[config.mk]
export PLATFORM = sky130hd
export DESIGN_NAME = bmp_rle8_decoder_top
export DESIGN_NICKNAME = d
export VERILOG_FILES = /design/src/sv/bmprle8_pkg.sv /design/src/sv/bmprle8_cfg.sv /design/src/sv/bmprle8_core.sv /design/src/sv/bmp_rle8_decoder_top.sv
export SDC_FILE = /design/constraint.sdc
export NUM_CORES = 2
export LEC_CHECK = 0
export BUFFER_PORTS_ARGS = -buffer_cell sky130_fd_sc_hd__buf_2
export CAP_MARGIN = 20
export CORE_ASPECT_RATIO = 1.25
export CORE_MARGIN = 4
export CORE_UTILIZATION = 66
export DETAILED_ROUTE_END_ITERATION = 10
export GPL_ROUTABILITY_DRIVEN = 0
export PLACE_DENSITY = 0.88
export REMOVE_ABC_BUFFERS = 1
export SLEW_MARGIN = 20
export SYNTH_ARGS = -nofsm -noshare
export SYNTH_HDL_FRONTEND = slang
export SYNTH_SLANG_ARGS = --single-unit
[constraint.sdc]
create_clock -name clk -period 14.8 [get_ports clk]
set_clock_uncertainty 0.05 [all_clocks]
set_input_delay 2.22 -clock clk [delete_from_list [all_inputs] [get_ports clk]]
set_output_delay 2.22 -clock clk [all_outputs]
set_load 0.01 [all_outputs]
[src/sv/bmprle8_pkg.sv]
// ----------------------------------------------------------------------------
// bmprle8_pkg
// Shared types and constants of the RLE8 bitmap stream decoder.
// ----------------------------------------------------------------------------
`default_nettype none

package bmprle8_pkg;

	// parse phase of the byte stream
	typedef enum logic [2:0] {
		PH_COUNT   = 3'd0,
		PH_VALUE   = 3'd1,
		PH_ESCAPE  = 3'd2,
		PH_DELTA_X = 3'd3,
		PH_DELTA_Y = 3'd4,
		PH_LITERAL = 3'd5,
		PH_PAD     = 3'd6
	} phase_t;

	// second byte of an escape
	localparam logic [7:0] ESC_EOL   = 8'd0;
	localparam logic [7:0] ESC_EOB   = 8'd1;
	localparam logic [7:0] ESC_DELTA = 8'd2;

	// register indexes on the config channel
	localparam int          CFG_IDX_W       = 8;
	localparam int          CFG_DATA_W      = 16;
	localparam logic [CFG_IDX_W-1:0] REG_LINE_STRIDE = 8'd0;
	localparam logic [CFG_IDX_W-1:0] REG_LINE_COUNT  = 8'd1;

	localparam int          CFG_REG_W       = 14;
	localparam int          LINE_W          = 13;
	localparam int          PROD_W          = 2 * CFG_REG_W;

	localparam logic [CFG_REG_W-1:0] RST_LINE_STRIDE = 14'd4;
	localparam logic [CFG_REG_W-1:0] RST_LINE_COUNT  = 14'd1;

	// geometry registers handed to the decode core
	typedef struct packed {
		logic [CFG_REG_W-1:0] line_stride;
		logic [CFG_REG_W-1:0] line_count;
	} cfg_t;

endpackage

`default_nettype wire

[src/sv/bmprle8_cfg.sv]
// ----------------------------------------------------------------------------
// bmprle8_cfg
// Geometry registers and the registered buffer end (stride * lines, capped).
// ----------------------------------------------------------------------------
`default_nettype none

module bmprle8_cfg #(
	parameter int ADDR_BITS = 26
) (
	input  wire logic                                clk,
	input  wire logic                                arst_n,
	input  wire logic                                wr_en,
	input  wire logic [bmprle8_pkg::CFG_IDX_W-1:0]   wr_index,
	input  wire logic [bmprle8_pkg::CFG_DATA_W-1:0]  wr_data,
	output bmprle8_pkg::cfg_t                        cfg,
	output logic      [ADDR_BITS:0]                  buf_end
);
	import bmprle8_pkg::*;

	localparam int MW = (ADDR_BITS + 1 > PROD_W) ? ADDR_BITS + 1 : PROD_W;

	logic [CFG_REG_W-1:0] stride_q, count_q;
	logic [ADDR_BITS:0]   end_q;
	logic [CFG_REG_W-1:0] wr_stride, wr_count, wr_val;
	logic                 hit_stride, hit_count;
	logic [PROD_W-1:0]    prod;
	logic [MW-1:0]        prod_ext, cap, end_n;

	assign wr_val     = wr_data[CFG_REG_W-1:0];
	assign hit_stride = wr_en && (wr_index == REG_LINE_STRIDE);
	assign hit_count  = wr_en && (wr_index == REG_LINE_COUNT);
	assign wr_stride  = hit_stride ? wr_val : stride_q;
	assign wr_count   = hit_count ? wr_val : count_q;

	// end is computed from the value being written, so it is ready at once
	assign prod     = PROD_W'(wr_stride) * PROD_W'(wr_count);
	assign prod_ext = MW'(prod);
	assign cap      = MW'(1) << ADDR_BITS;
	assign end_n    = (prod_ext < cap) ? prod_ext : cap;

	always_ff @(posedge clk or negedge arst_n) begin
		if (!arst_n) begin
			stride_q <= RST_LINE_STRIDE;
			count_q  <= RST_LINE_COUNT;
			end_q    <= (ADDR_BITS + 1)'(PROD_W'(RST_LINE_STRIDE) * PROD_W'(RST_LINE_COUNT));
		end else begin
			if (hit_stride) begin
				stride_q <= wr_val;
			end
			if (hit_count) begin
				count_q <= wr_val;
			end
			if (hit_stride || hit_count) begin
				end_q <= end_n[ADDR_BITS:0];
			end
		end
	end

	assign cfg.line_stride = stride_q;
	assign cfg.line_count  = count_q;
	assign buf_end         = end_q;

endmodule

`default_nettype wire

[src/sv/bmprle8_core.sv]
// ----------------------------------------------------------------------------
// bmprle8_core
// Input register, per-byte parse step and result register.
// ----------------------------------------------------------------------------
`default_nettype none

module bmprle8_core #(
	parameter int ADDR_BITS = 26
) (
	input  wire logic                   clk,
	input  wire logic                   arst_n,
	input  bmprle8_pkg::cfg_t           cfg,
	input  wire logic [ADDR_BITS:0]     buf_end,
	// byte side
	input  wire logic                   in_valid,
	output logic                        in_ready,
	input  wire logic [7:0]             in_byte,
	input  wire logic                   in_sof,
	input  wire logic                   in_fin,
	// segment side
	output logic                        out_valid,
	input  wire logic                   out_ready,
	output logic [ADDR_BITS-1:0]        out_addr,
	output logic [7:0]                  out_len,
	output logic [7:0]                  out_val,
	output logic                        out_last
);
	import bmprle8_pkg::*;

	localparam int DW = ADDR_BITS + 1;
	localparam int CW = ((ADDR_BITS > PROD_W) ? ADDR_BITS : PROD_W) + 2;

	// input stage
	logic       vld_s1;
	logic [7:0] byte_s1;
	logic       sof_s1, fin_s1;

	// decode state
	phase_t              phase_q;
	logic [7:0]          pend_q;
	logic                pad_q;
	logic [DW-1:0]       dest_q;
	logic [LINE_W-1:0]   line_q;
	logic [7:0]          dx_q;
	logic                done_q;

	// result register
	logic                out_vld_q;
	logic [ADDR_BITS-1:0] addr_q;
	logic [7:0]          len_q, val_q;
	logic                last_q;

	logic step;

	// effective state after an optional restart
	phase_t              ph;
	logic [7:0]          pend;
	logic                pad;
	logic [DW-1:0]       dest;
	logic [LINE_W-1:0]   line;
	logic [7:0]          dx;
	logic                done;

	phase_t              n_ph;
	logic [7:0]          n_pend;
	logic                n_pad;
	logic [CW-1:0]       n_dest_c;
	logic [LINE_W-1:0]   n_line;
	logic [7:0]          n_dx;
	logic                n_done;
	logic [7:0]          len, val;
	logic                ends, emit;

	logic [CW-1:0]       dest_c, end_c, room;
	logic [LINE_W:0]     line_next;
	logic [CFG_REG_W-1:0] mul_a;
	logic [PROD_W-1:0]   prod;

	assign step     = vld_s1 && (!out_vld_q || out_ready);
	assign in_ready = !vld_s1 || step;

	always_comb begin
		ph   = sof_s1 ? PH_COUNT : phase_q;
		pend = sof_s1 ? 8'd0 : pend_q;
		pad  = sof_s1 ? 1'b0 : pad_q;
		dest = sof_s1 ? '0 : dest_q;
		line = sof_s1 ? '0 : line_q;
		dx   = sof_s1 ? 8'd0 : dx_q;
		done = sof_s1 ? 1'b0 : done_q;

		dest_c    = CW'(dest);
		end_c     = CW'(buf_end);
		room      = end_c - dest_c;
		line_next = {1'b0, line} + (LINE_W + 1)'(1);
		// one multiplier: next line number for end of line, dy for delta
		mul_a     = (ph == PH_ESCAPE) ? CFG_REG_W'(line_next) : CFG_REG_W'(byte_s1);
		prod      = PROD_W'(mul_a) * PROD_W'(cfg.line_stride);

		n_ph     = ph;
		n_pend   = pend;
		n_pad    = pad;
		n_dest_c = dest_c;
		n_line   = line;
		n_dx     = dx;
		n_done   = done;
		len      = 8'd0;
		val      = 8'd0;
		ends     = 1'b0;

		if (!done) begin
			if (dest_c >= end_c) begin
				ends = 1'b1;
			end else begin
				unique case (ph)
					PH_COUNT: begin
						if (byte_s1 == 8'd0) begin
							n_ph = PH_ESCAPE;
						end else begin
							n_pend = byte_s1;
							n_ph   = PH_VALUE;
						end
					end
					PH_VALUE: begin
						// clip the run at the buffer end
						len      = (CW'(pend) < room) ? pend : room[7:0];
						val      = byte_s1;
						n_dest_c = dest_c + CW'(len);
						n_pend   = 8'd0;
						n_ph     = PH_COUNT;
					end
					PH_ESCAPE: begin
						n_ph = PH_COUNT;
						if (byte_s1 == ESC_EOL) begin
							if ((line_next >= (LINE_W + 1)'(cfg.line_count))
									|| line_next[LINE_W]) begin
								ends = 1'b1;
							end else begin
								n_line   = line_next[LINE_W-1:0];
								n_dest_c = CW'(prod);
							end
						end else if (byte_s1 == ESC_EOB) begin
							ends = 1'b1;
						end else if (byte_s1 == ESC_DELTA) begin
							n_ph = PH_DELTA_X;
						end else begin
							n_pend = byte_s1;
							n_pad  = byte_s1[0];
							n_ph   = PH_LITERAL;
						end
					end
					PH_DELTA_X: begin
						n_dx = byte_s1;
						n_ph = PH_DELTA_Y;
					end
					PH_DELTA_Y: begin
						// line counter stays put on delta
						n_dest_c = dest_c + CW'(dx) + CW'(prod);
						n_dx     = 8'd0;
						n_ph     = PH_COUNT;
					end
					PH_LITERAL: begin
						len      = 8'd1;
						val      = byte_s1;
						n_dest_c = dest_c + CW'(1);
						n_pend   = pend - 8'd1;
						if (pend == 8'd1) begin
							n_ph  = pad ? PH_PAD : PH_COUNT;
							n_pad = 1'b0;
						end
					end
					PH_PAD: begin
						n_ph = PH_COUNT;
					end
					default: begin
						n_ph = PH_COUNT;
					end
				endcase
				if (n_dest_c >= end_c) begin
					ends = 1'b1;
				end
			end
			if (fin_s1) begin
				ends = 1'b1;
			end
			if (ends) begin
				n_done = 1'b1;
				if (n_dest_c > end_c) begin
					n_dest_c = end_c;
				end
			end
		end
		emit = !done && (ends || (len != 8'd0));
	end

	// input register
	always_ff @(posedge clk or negedge arst_n) begin
		if (!arst_n) begin
			vld_s1 <= 1'b0;
		end else if (in_valid && in_ready) begin
			vld_s1 <= 1'b1;
		end else if (step) begin
			vld_s1 <= 1'b0;
		end
	end

	always_ff @(posedge clk) begin
		if (in_valid && in_ready) begin
			byte_s1 <= in_byte;
			sof_s1  <= in_sof;
			fin_s1  <= in_fin;
		end
	end

	// decode state
	always_ff @(posedge clk or negedge arst_n) begin
		if (!arst_n) begin
			phase_q <= PH_COUNT;
			pend_q  <= 8'd0;
			pad_q   <= 1'b0;
			dest_q  <= '0;
			line_q  <= '0;
			dx_q    <= 8'd0;
			done_q  <= 1'b0;
		end else if (step) begin
			phase_q <= n_ph;
			pend_q  <= n_pend;
			pad_q   <= n_pad;
			dest_q  <= n_dest_c[DW-1:0];
			line_q  <= n_line;
			dx_q    <= n_dx;
			done_q  <= n_done;
		end
	end

	// result register
	always_ff @(posedge clk or negedge arst_n) begin
		if (!arst_n) begin
			out_vld_q <= 1'b0;
		end else if (step) begin
			out_vld_q <= emit;
		end else if (out_ready) begin
			out_vld_q <= 1'b0;
		end
	end

	always_ff @(posedge clk) begin
		if (step && emit) begin
			addr_q <= dest[ADDR_BITS-1:0];
			len_q  <= len;
			val_q  <= val;
			last_q <= ends;
		end
	end

	assign out_valid = out_vld_q;
	assign out_addr  = addr_q;
	assign out_len   = len_q;
	assign out_val   = val_q;
	assign out_last  = last_q;

	// an empty segment is only ever sent to report the end
	a_empty_is_last: assert property (@(posedge clk) disable iff (!arst_n)
		out_vld_q |-> ((len_q != 8'd0) || last_q))
		else $error("empty segment without finished");

	// pad flag lives only while a literal run is open
	a_pad_in_literal: assert property (@(posedge clk) disable iff (!arst_n)
		pad_q |-> (phase_q == PH_LITERAL))
		else $error("pad flag outside literal run");

	// a literal run in progress always has bytes left
	a_literal_count: assert property (@(posedge clk) disable iff (!arst_n)
		(phase_q == PH_LITERAL) |-> (pend_q != 8'd0))
		else $error("literal run with zero count");

	// once done, only a restart reopens decoding
	a_done_sticks: assert property (@(posedge clk) disable iff (!arst_n)
		(step && done_q && !sof_s1) |=> done_q)
		else $error("decode_done cleared without start_of_image");

	// after done, bytes produce no segment
	a_done_silent: assert property (@(posedge clk) disable iff (!arst_n)
		(step && done_q && !sof_s1) |=> !out_vld_q)
		else $error("segment emitted after decoding ended");

endmodule

`default_nettype wire

[src/sv/bmp_rle8_decoder_top.sv]
// ----------------------------------------------------------------------------
// bmp_rle8_decoder_top
// RLE8 bitmap stream decoder: compressed bytes in, write segments out.
// ----------------------------------------------------------------------------
// Usage:
//  s_* channel: one compressed byte per transfer. s_tuser = start_of_image
//    (restarts the parse at address zero with this byte), s_tlast = final_byte.
//  m_* channel: one write segment per transfer (start address, length, value).
//    m_tlast = finished: decoding ended on this byte (end of bitmap, buffer
//    full, line count exceeded, or final byte). A segment with length zero
//    only occurs together with finished.
//  cfg_* channel: register writes, always ready. Index 0 = line_stride,
//    index 1 = line_count; other indexes are ignored. Write only while idle.
//    The buffer end (stride * lines, capped at 2^ADDR_BITS) is registered on
//    the write itself.
//  Throughput: one byte per clock while m_tready keeps up. A byte is held
//    in the input register, then parsed into the result register, which
//    offers its segment on m_tvalid. The whole step is one pass through the
//    parse logic with one stride multiplier (end-of-line and delta share it).
//  Bytes that yield no segment (counts, escapes, pads) are absorbed.
//  Reset: parse state, address and line counter clear; registers return to
//    stride 4, one line. No output is pending after reset.
//  Stall: while m_tready is low the segment holds; one more byte can sit in
//    the input register, then s_tready drops.
// ----------------------------------------------------------------------------
`default_nettype none

module bmp_rle8_decoder_top #(
	parameter int ADDR_BITS = 26
) (
	input  wire logic                                          clk,
	input  wire logic                                          arst_n,
	// compressed byte stream
	input  wire logic                                          s_tvalid,
	output logic                                               s_tready,
	input  wire logic [7:0]                                    s_tdata,  // [7:0] data_byte
	input  wire logic                                          s_tuser,  // start_of_image
	input  wire logic                                          s_tlast,  // final_byte
	// write segments
	output logic                                               m_tvalid,
	input  wire logic                                          m_tready,
	// low up: write_address, run_length, pixel_value, zero fill
	output logic [((ADDR_BITS + 16 + 7) / 8) * 8 - 1:0]        m_tdata,
	output logic                                               m_tlast,  // finished
	// register writes
	input  wire logic                                          cfg_valid,
	output logic                                               cfg_ready,
	input  wire logic [bmprle8_pkg::CFG_IDX_W-1:0]             cfg_index,
	input  wire logic [bmprle8_pkg::CFG_DATA_W-1:0]            cfg_data
);
	import bmprle8_pkg::*;

	localparam int TDW = ((ADDR_BITS + 16 + 7) / 8) * 8;

	cfg_t                 cfg;
	logic [ADDR_BITS:0]   buf_end;
	logic [ADDR_BITS-1:0] seg_addr;
	logic [7:0]           seg_len, seg_val;

	assign cfg_ready = 1'b1;

	bmprle8_cfg #(
		.ADDR_BITS (ADDR_BITS)
	) u_cfg (
		.clk      (clk),
		.arst_n   (arst_n),
		.wr_en    (cfg_valid && cfg_ready),
		.wr_index (cfg_index),
		.wr_data  (cfg_data),
		.cfg      (cfg),
		.buf_end  (buf_end)
	);

	bmprle8_core #(
		.ADDR_BITS (ADDR_BITS)
	) u_core (
		.clk       (clk),
		.arst_n    (arst_n),
		.cfg       (cfg),
		.buf_end   (buf_end),
		.in_valid  (s_tvalid),
		.in_ready  (s_tready),
		.in_byte   (s_tdata),
		.in_sof    (s_tuser),
		.in_fin    (s_tlast),
		.out_valid (m_tvalid),
		.out_ready (m_tready),
		.out_addr  (seg_addr),
		.out_len   (seg_len),
		.out_val   (seg_val),
		.out_last  (m_tlast)
	);

	// pack segment fields, address in the low bits
	assign m_tdata = TDW'({seg_val, seg_len, seg_addr});

endmodule

`default_nettype wire

# Word-level counts from Yosys, hierarchy flattened
# Cells that the tools add are included.
[classes] eq_ne=9 n_shift=0 magnitude_cmp=6 mul=2 n_reduce_logical=22 addsub=7 div=0 mux=71 n_bitwise=1
[ops] operator="$mux W30" n=5
[ops] operator="$mux W27" n=5
[ops] operator="$pmux W30 S4" n=1
[ops] operator="$mux W8" n=13
[ops] operator="$mux W13" n=6
[ops] operator="$add A27 B8 Y28" n=2
[ops] operator="$mul A14 B14 Y28" n=2
[ops] operator="$mux W14" n=3
[ops] operator="$pmux W8 S2" n=2
[ops] operator="$pmux W8 S4" n=1
[ops] operator="$add A30 B28 Y30" n=1
[ops] operator="$ge A30 B27 Y1" n=1
[ops] operator="$gt A30 B27 Y1" n=1
[ops] operator="$lt A8 B30 Y1" n=1
[ops] operator="$add A27 B1 Y28 const B" n=1
[ops] operator="$lt A28 B27 Y1 const B" n=1
[ops] operator="$mux W28" n=1
[ops] operator="$sub A27 B27 Y28" n=1
[ops] operator="$ge A27 B27 Y1" n=1
[ops] operator="$eq A8 B1 Y1 const B" n=3
[ops] operator="$mux W3" n=8
[ops] operator="$mux W1" n=23
[ops] operator="$logic_not A8 Y1" n=2
[ops] operator="$add A13 B1 Y14 const B" n=1
[ops] operator="18 further kinds" n=32
[word_totals] reg_bits=171 elab_cells=137 memories=0 latch_bits=0 mem_bits_rw=0 out_inout_bits=52 rom_bits=0 in_bits=39

# Logic depth before layout (Yosys ltp)
[logic_depth] ltp_word=18 ltp_mapped=56 depth_no_buf=49

# Modules after synthesis
# From an unflattened synthesis, not the netlist that was laid out.
[unflattened] cells_unflattened=3299 area_unflattened_um2=28120.7
[by_module_without_submodules] module="bmprle8_core" area_per_inst_um2=19586.3 cells_per_inst=2382 instances=1 seq_area_each_um2=3168.0
[by_module_without_submodules] module="bmprle8_cfg" area_per_inst_um2=8474.4 cells_per_inst=908 instances=1 seq_area_each_um2=1380.1
[by_module_without_submodules] module="bmp_rle8_decoder_top" area_per_inst_um2=60.1 cells_per_inst=9 instances=1 seq_area_each_um2=0.0

# Worst setup path before layout
# OpenSTA, ideal clock, no wires.
[synth_timing] path_kind="register to register" startpoint="reg u_core.sof_s1" endpoint="reg u_core.addr_q[0] (netlist: u_core.out_addr[0]) (enable)" setup_ns=0.444 arrival_time_ns=12.133 path_buffers=4 stages_incl_launch_ff=48 synth_period_minus_slack_ns=12.627 setup_slack_ns=2.173 path_cell_list="edfxtp_1 -> buf_2 -> buf_1 -> buf_1 -> clkbuf_1 -> nor2b_1 -> ha_1 -> and3_1 -> nand3_1 -> nor3_1 -> xnor2_1 -> nor2_1 -> and2_1 -> fa_1 -> inv_1 -> fa_1 -> inv_1 -> fa_1 -> (+12 left out) -> ha_1 -> a21o_1 -> a21oi_1 -> nor2b_1 -> a311o_1 -> or3_1 -> a31oi_1 -> o21ai_0 -> a211oi_1 -> a21oi_1 -> ha_1 -> nand4_1 -> nor4_1 -> o41ai_1 -> a211oi_1 -> nor3_1 -> and2_1 -> a311oi_2"
[synth_between] elab_chain_len=18
[synth_rtl] item="start: declaration" line_no="bmprle8_core.sv:36" source="logic sof_s1, fin_s1;"
[synth_rtl] item="start signal: assignment" line_no="bmprle8_core.sv:209" source="sof_s1 <= in_sof;"
[synth_rtl] item="parallel branches: the longest is 16 deep, another holds $add A30 B28 Y30"
[synth_rtl] item="$logic_and A1 B1 Y1 *" line_no="bmprle8_core.sv:192" source="emit = !done && (ends || (len != 8'd0));"
[synth_rtl] item="$logic_and A1 B1 Y1 *" line_no="bmprle8_core.sv:247" source="if (step && emit) begin"
[synth_rtl] item="end signal: assignment" line_no="bmprle8_core.sv:248" source="addr_q <= dest[ADDR_BITS-1:0];"
[synth_rtl] item="end: declaration" line_no="bmprle8_core.sv:49" source="logic [ADDR_BITS-1:0] addr_q;"
# Mark *: on every way between the ends. The select of a mux whose other input is x is not followed.
# A chain may end at the register's enable or synchronous reset.

# Final worst setup path
[layout_timing] startpoint="reg u_core.sof_s1" endpoint="reg u_core.dest_q[20]"
[layout_between] elab_chain_len=16
[layout_rtl] item="parallel branches: the longest is 15 deep, another holds $add A30 B28 Y30"
[layout_rtl] item="$mux W27 *" line_no="bmprle8_core.sv:110" source="if (!done) begin"
[layout_rtl] item="end signal: assignment" line_no="bmprle8_core.sv:228" source="dest_q <= n_dest_c[DW-1:0];"
[layout_rtl] item="end: declaration" line_no="bmprle8_core.sv:42" source="logic [DW-1:0] dest_q;"
# Marks and branches as above.

==> results_dict.tcl <==
set metrics [dict create \
    cts-root-buf "clkbuf_16" \
    drt_iter0_markers 3163 \
    slew_headroom 0.309 \
    first_pass_iters 7 \
    synth-async-reset-ratio 0.690 \
    worst_r2r_startpoint "u_core.sof_s1" \
    drc 0 \
    initial_core_util 0.669 \
    start_kind "register" \
    cp-end-kind "register" \
    r2r_end "u_core.dest_q[20]" \
    synth_cells 3423 \
    synth_edf_count 53 \
    slowest_stage "xnor2_1" \
    first_global_vias 26526 \
    worst_path_most_repeated_cell "fa_1" \
    clk_latency_ps 480 \
    cts_setup_buffers 0 \
    crit_type "register to register" \
    drive_gt1_frac 0.0681 \
    clock-sinks 171 \
    syn_avg_cell_area_um2 8.42 \
    die_height_um 242 \
    fp-row-count 85 \
    status "finished, final reports clean" \
    max_freq_mhz 73.7 \
    hpwl_mm 69.6 \
    area_delta_synth_final_pct 5.15 \
    die_area_um2 47100 \
    antenna_left 0 \
    cts_tree "done" \
    worst_ep_arrival_time_ps 13880 \
    ys.flop_type "dfrtp_1" \
    rsz0062_at_grt "no" \
    holdPathEnd "u_core.pend_q[6]" \
    synthDistinctLibCells 101 \
    cp_max_fo 23 \
    leakagePower_nw 15.4 \
    cts-resized-gates 0 \
    drv_cap 0 \
    ctsHoldBuffers 0 \
    rr_worst_depth 46 \
    power_density_nw_per_um2 90.2 \
    cp.required_ps 15110 \
    hold_path.class "register to register" \
    reg2reg_slack_ps 1220 \
    min_period_ps 13580 \
    cts_max_level 4 \
    max_stage_delay_ps 830 \
    drt-total-wl_mm 89.1 \
    synthesis.area_um2 28800 \
    period_share 0.917 \
    hold_viol 0 \
    grt_max_degree 78 \
    coreArea_um2 43100 \
    cts.clk_slew.worst_paths_ps 80 \
    io-pin-count 91 \
    wire_per_inst_um 22.3 \
    numPortBuffers 81 \
    yosysWarnings 0 \
    critPathTopFamily "adder cells" \
    cp_num_buf_inv 6 \
    die-width_um 195 \
    grt_use_total 0.374 \
    setup_tns_ps 0 \
    ys_ff_latch 171 \
    synth-seq-area-share 0.158 \
    layout.cells.most_common "nand2_1" \
    vias_per_cell 6.64 \
    maxSlewViolCount 0 \
    antenna_found_initial 0 \
    final_cell_mix "441 x nand2_1, 432 x inv_1, 333 x ha_1" \
    gr-total-overflow 0 \
    cts_made_buffers 17 \
    clockBufferDepth 2 \
    totalPowerFinal_mw 2.73 \
    hold_depth 2 \
    setup_viol 0 \
    hp-start "u_core.pend_q[6]" \
    grt_pass1_wl_mm 141 \
    vdd_drop_max_mv 0.0902 \
    tightest_slew_ps 1030 \
    fin_nets 4080 \
    via_count 26574 \
]
==> metrics by stage <==
step           instance area, um^2  instances  hold slack, ps  setup WS, ps   util
6_report                     30300       4001             429          1220  0.703
3_3_place_gp                 29700       3967             406          1880  0.689
3_5_place_dp                 29700       3967             414          1740  0.689
2_1_floorplan                28200       3278             392          1760      -
5_1_grt                      30300       4000             456           587  0.703
4_1_cts                      30300       3999             433          1700  0.703
==> per-layer routing <==
| layer | wire [um] | track usage | share of wire |
|---|---|---|---|
| met1 | 30700 | 0.457 | 0.34 |
| met2 | 39800 | 0.583 | 0.45 |
| met3 | 10400 | 0.0821 | 0.12 |
| met4 | 8210 | 0.272 | 0.092 |
| met5 | 0 | 0 | 0 |
==> logic make-up after synthesis <==
| family | Yosys count | synth area share |
|---|---|---|
| multiplexers | 63 | 0.0227 |
| flip-flops | 171 | 0.158 |
| AO/OA/AOI/OAI | 711 | 0.168 |
| adder cells (fa/ha/maj) | 619 | 0.343 |
| other | 2 | 0.000261 |
| buffers and inverters | 594 | 0.0796 |
| XOR/XNOR | 137 | 0.0417 |
| AND/OR/NAND/NOR | 1126 | 0.187 |
==> final cells by class <==
type,count,area (um^2)
clock buffer,18,450
clock inverter,14,155
sequential,171,4550
fill,3200,12800
timing repair buffer,125,739
multi-input combinational,2663,22000
inverter,444,1670
tap,565,707
antenna,1,2.50
==> how the worst max path moves through the flow <==
stage	startpoint	end	slack (ps)	depth (start not counted)
floorplan	u_core.sof_s1	u_core.out_addr[0]	1760	44
global placement	u_core.sof_s1	u_core.dest_q[20]	1880	47
detailed placement	u_core.sof_s1	u_core.dest_q[20]	1740	49
CTS	u_core.sof_s1	u_core.dest_q[20]	1700	49
global route	u_core.sof_s1	u_core.dest_q[24]	590	48
finish	u_core.sof_s1	u_core.dest_q[20]	1220	46
==> synth_stat cells, types with 16 or more instances <==
cell type    n  area share
o21a_1      22      0.0057
nand2b_1    24      0.0052
or3_1       20      0.0043
and2_1     115       0.025
mux2i_1     44       0.015
a21oi_1    180       0.031
a22oi_1     17      0.0044
xor2_1      41       0.012
dfrtp_1    115        0.10
and3_1      45      0.0098
edfxtp_1    53       0.055
a31oi_1     30      0.0065
clkbuf_1   121       0.016
nor2b_1     40      0.0087
a211oi_1    29      0.0076
nor3_1      45      0.0078
o21ai_0    122       0.021
nor2_1     234       0.030
a22o_1      41       0.012
nand4_1     33      0.0072
inv_1      432       0.056
ha_1       333        0.14
mux2_2      19      0.0074
xnor2_1     96       0.029
nand3_1     49      0.0085
fa_1       286        0.20
nor4_1      16      0.0035
a21o_1      67       0.017
nand2_1    441       0.057
==> power by group <==
group	internal (mW)	total (mW)	switching, mW	leakage (nW)
logic	0.559	1.57	1.01	13.1
registers	0.589	0.680	0.0904	2.07
clock network	0.238	0.483	0.246	0.299
total	1.39	2.73	1.35	15.4
==> registers in the layout (all words and copies together), names as in the netlist, 13 cells and up <==
signal	flops
u_cfg.count_q	14
u_cfg.buf_end	27
u_core.out_addr	26
u_core.dest_q	27
u_cfg.stride_q	14
u_core.line_q	13
==> worst min-delay path: stages, from the launching register on <==
cell and delay (ps):
dfrtp_1 340, nand2_1 40, o21ai_0 60
No activity file was read; power rests on OpenSTA's default activity.
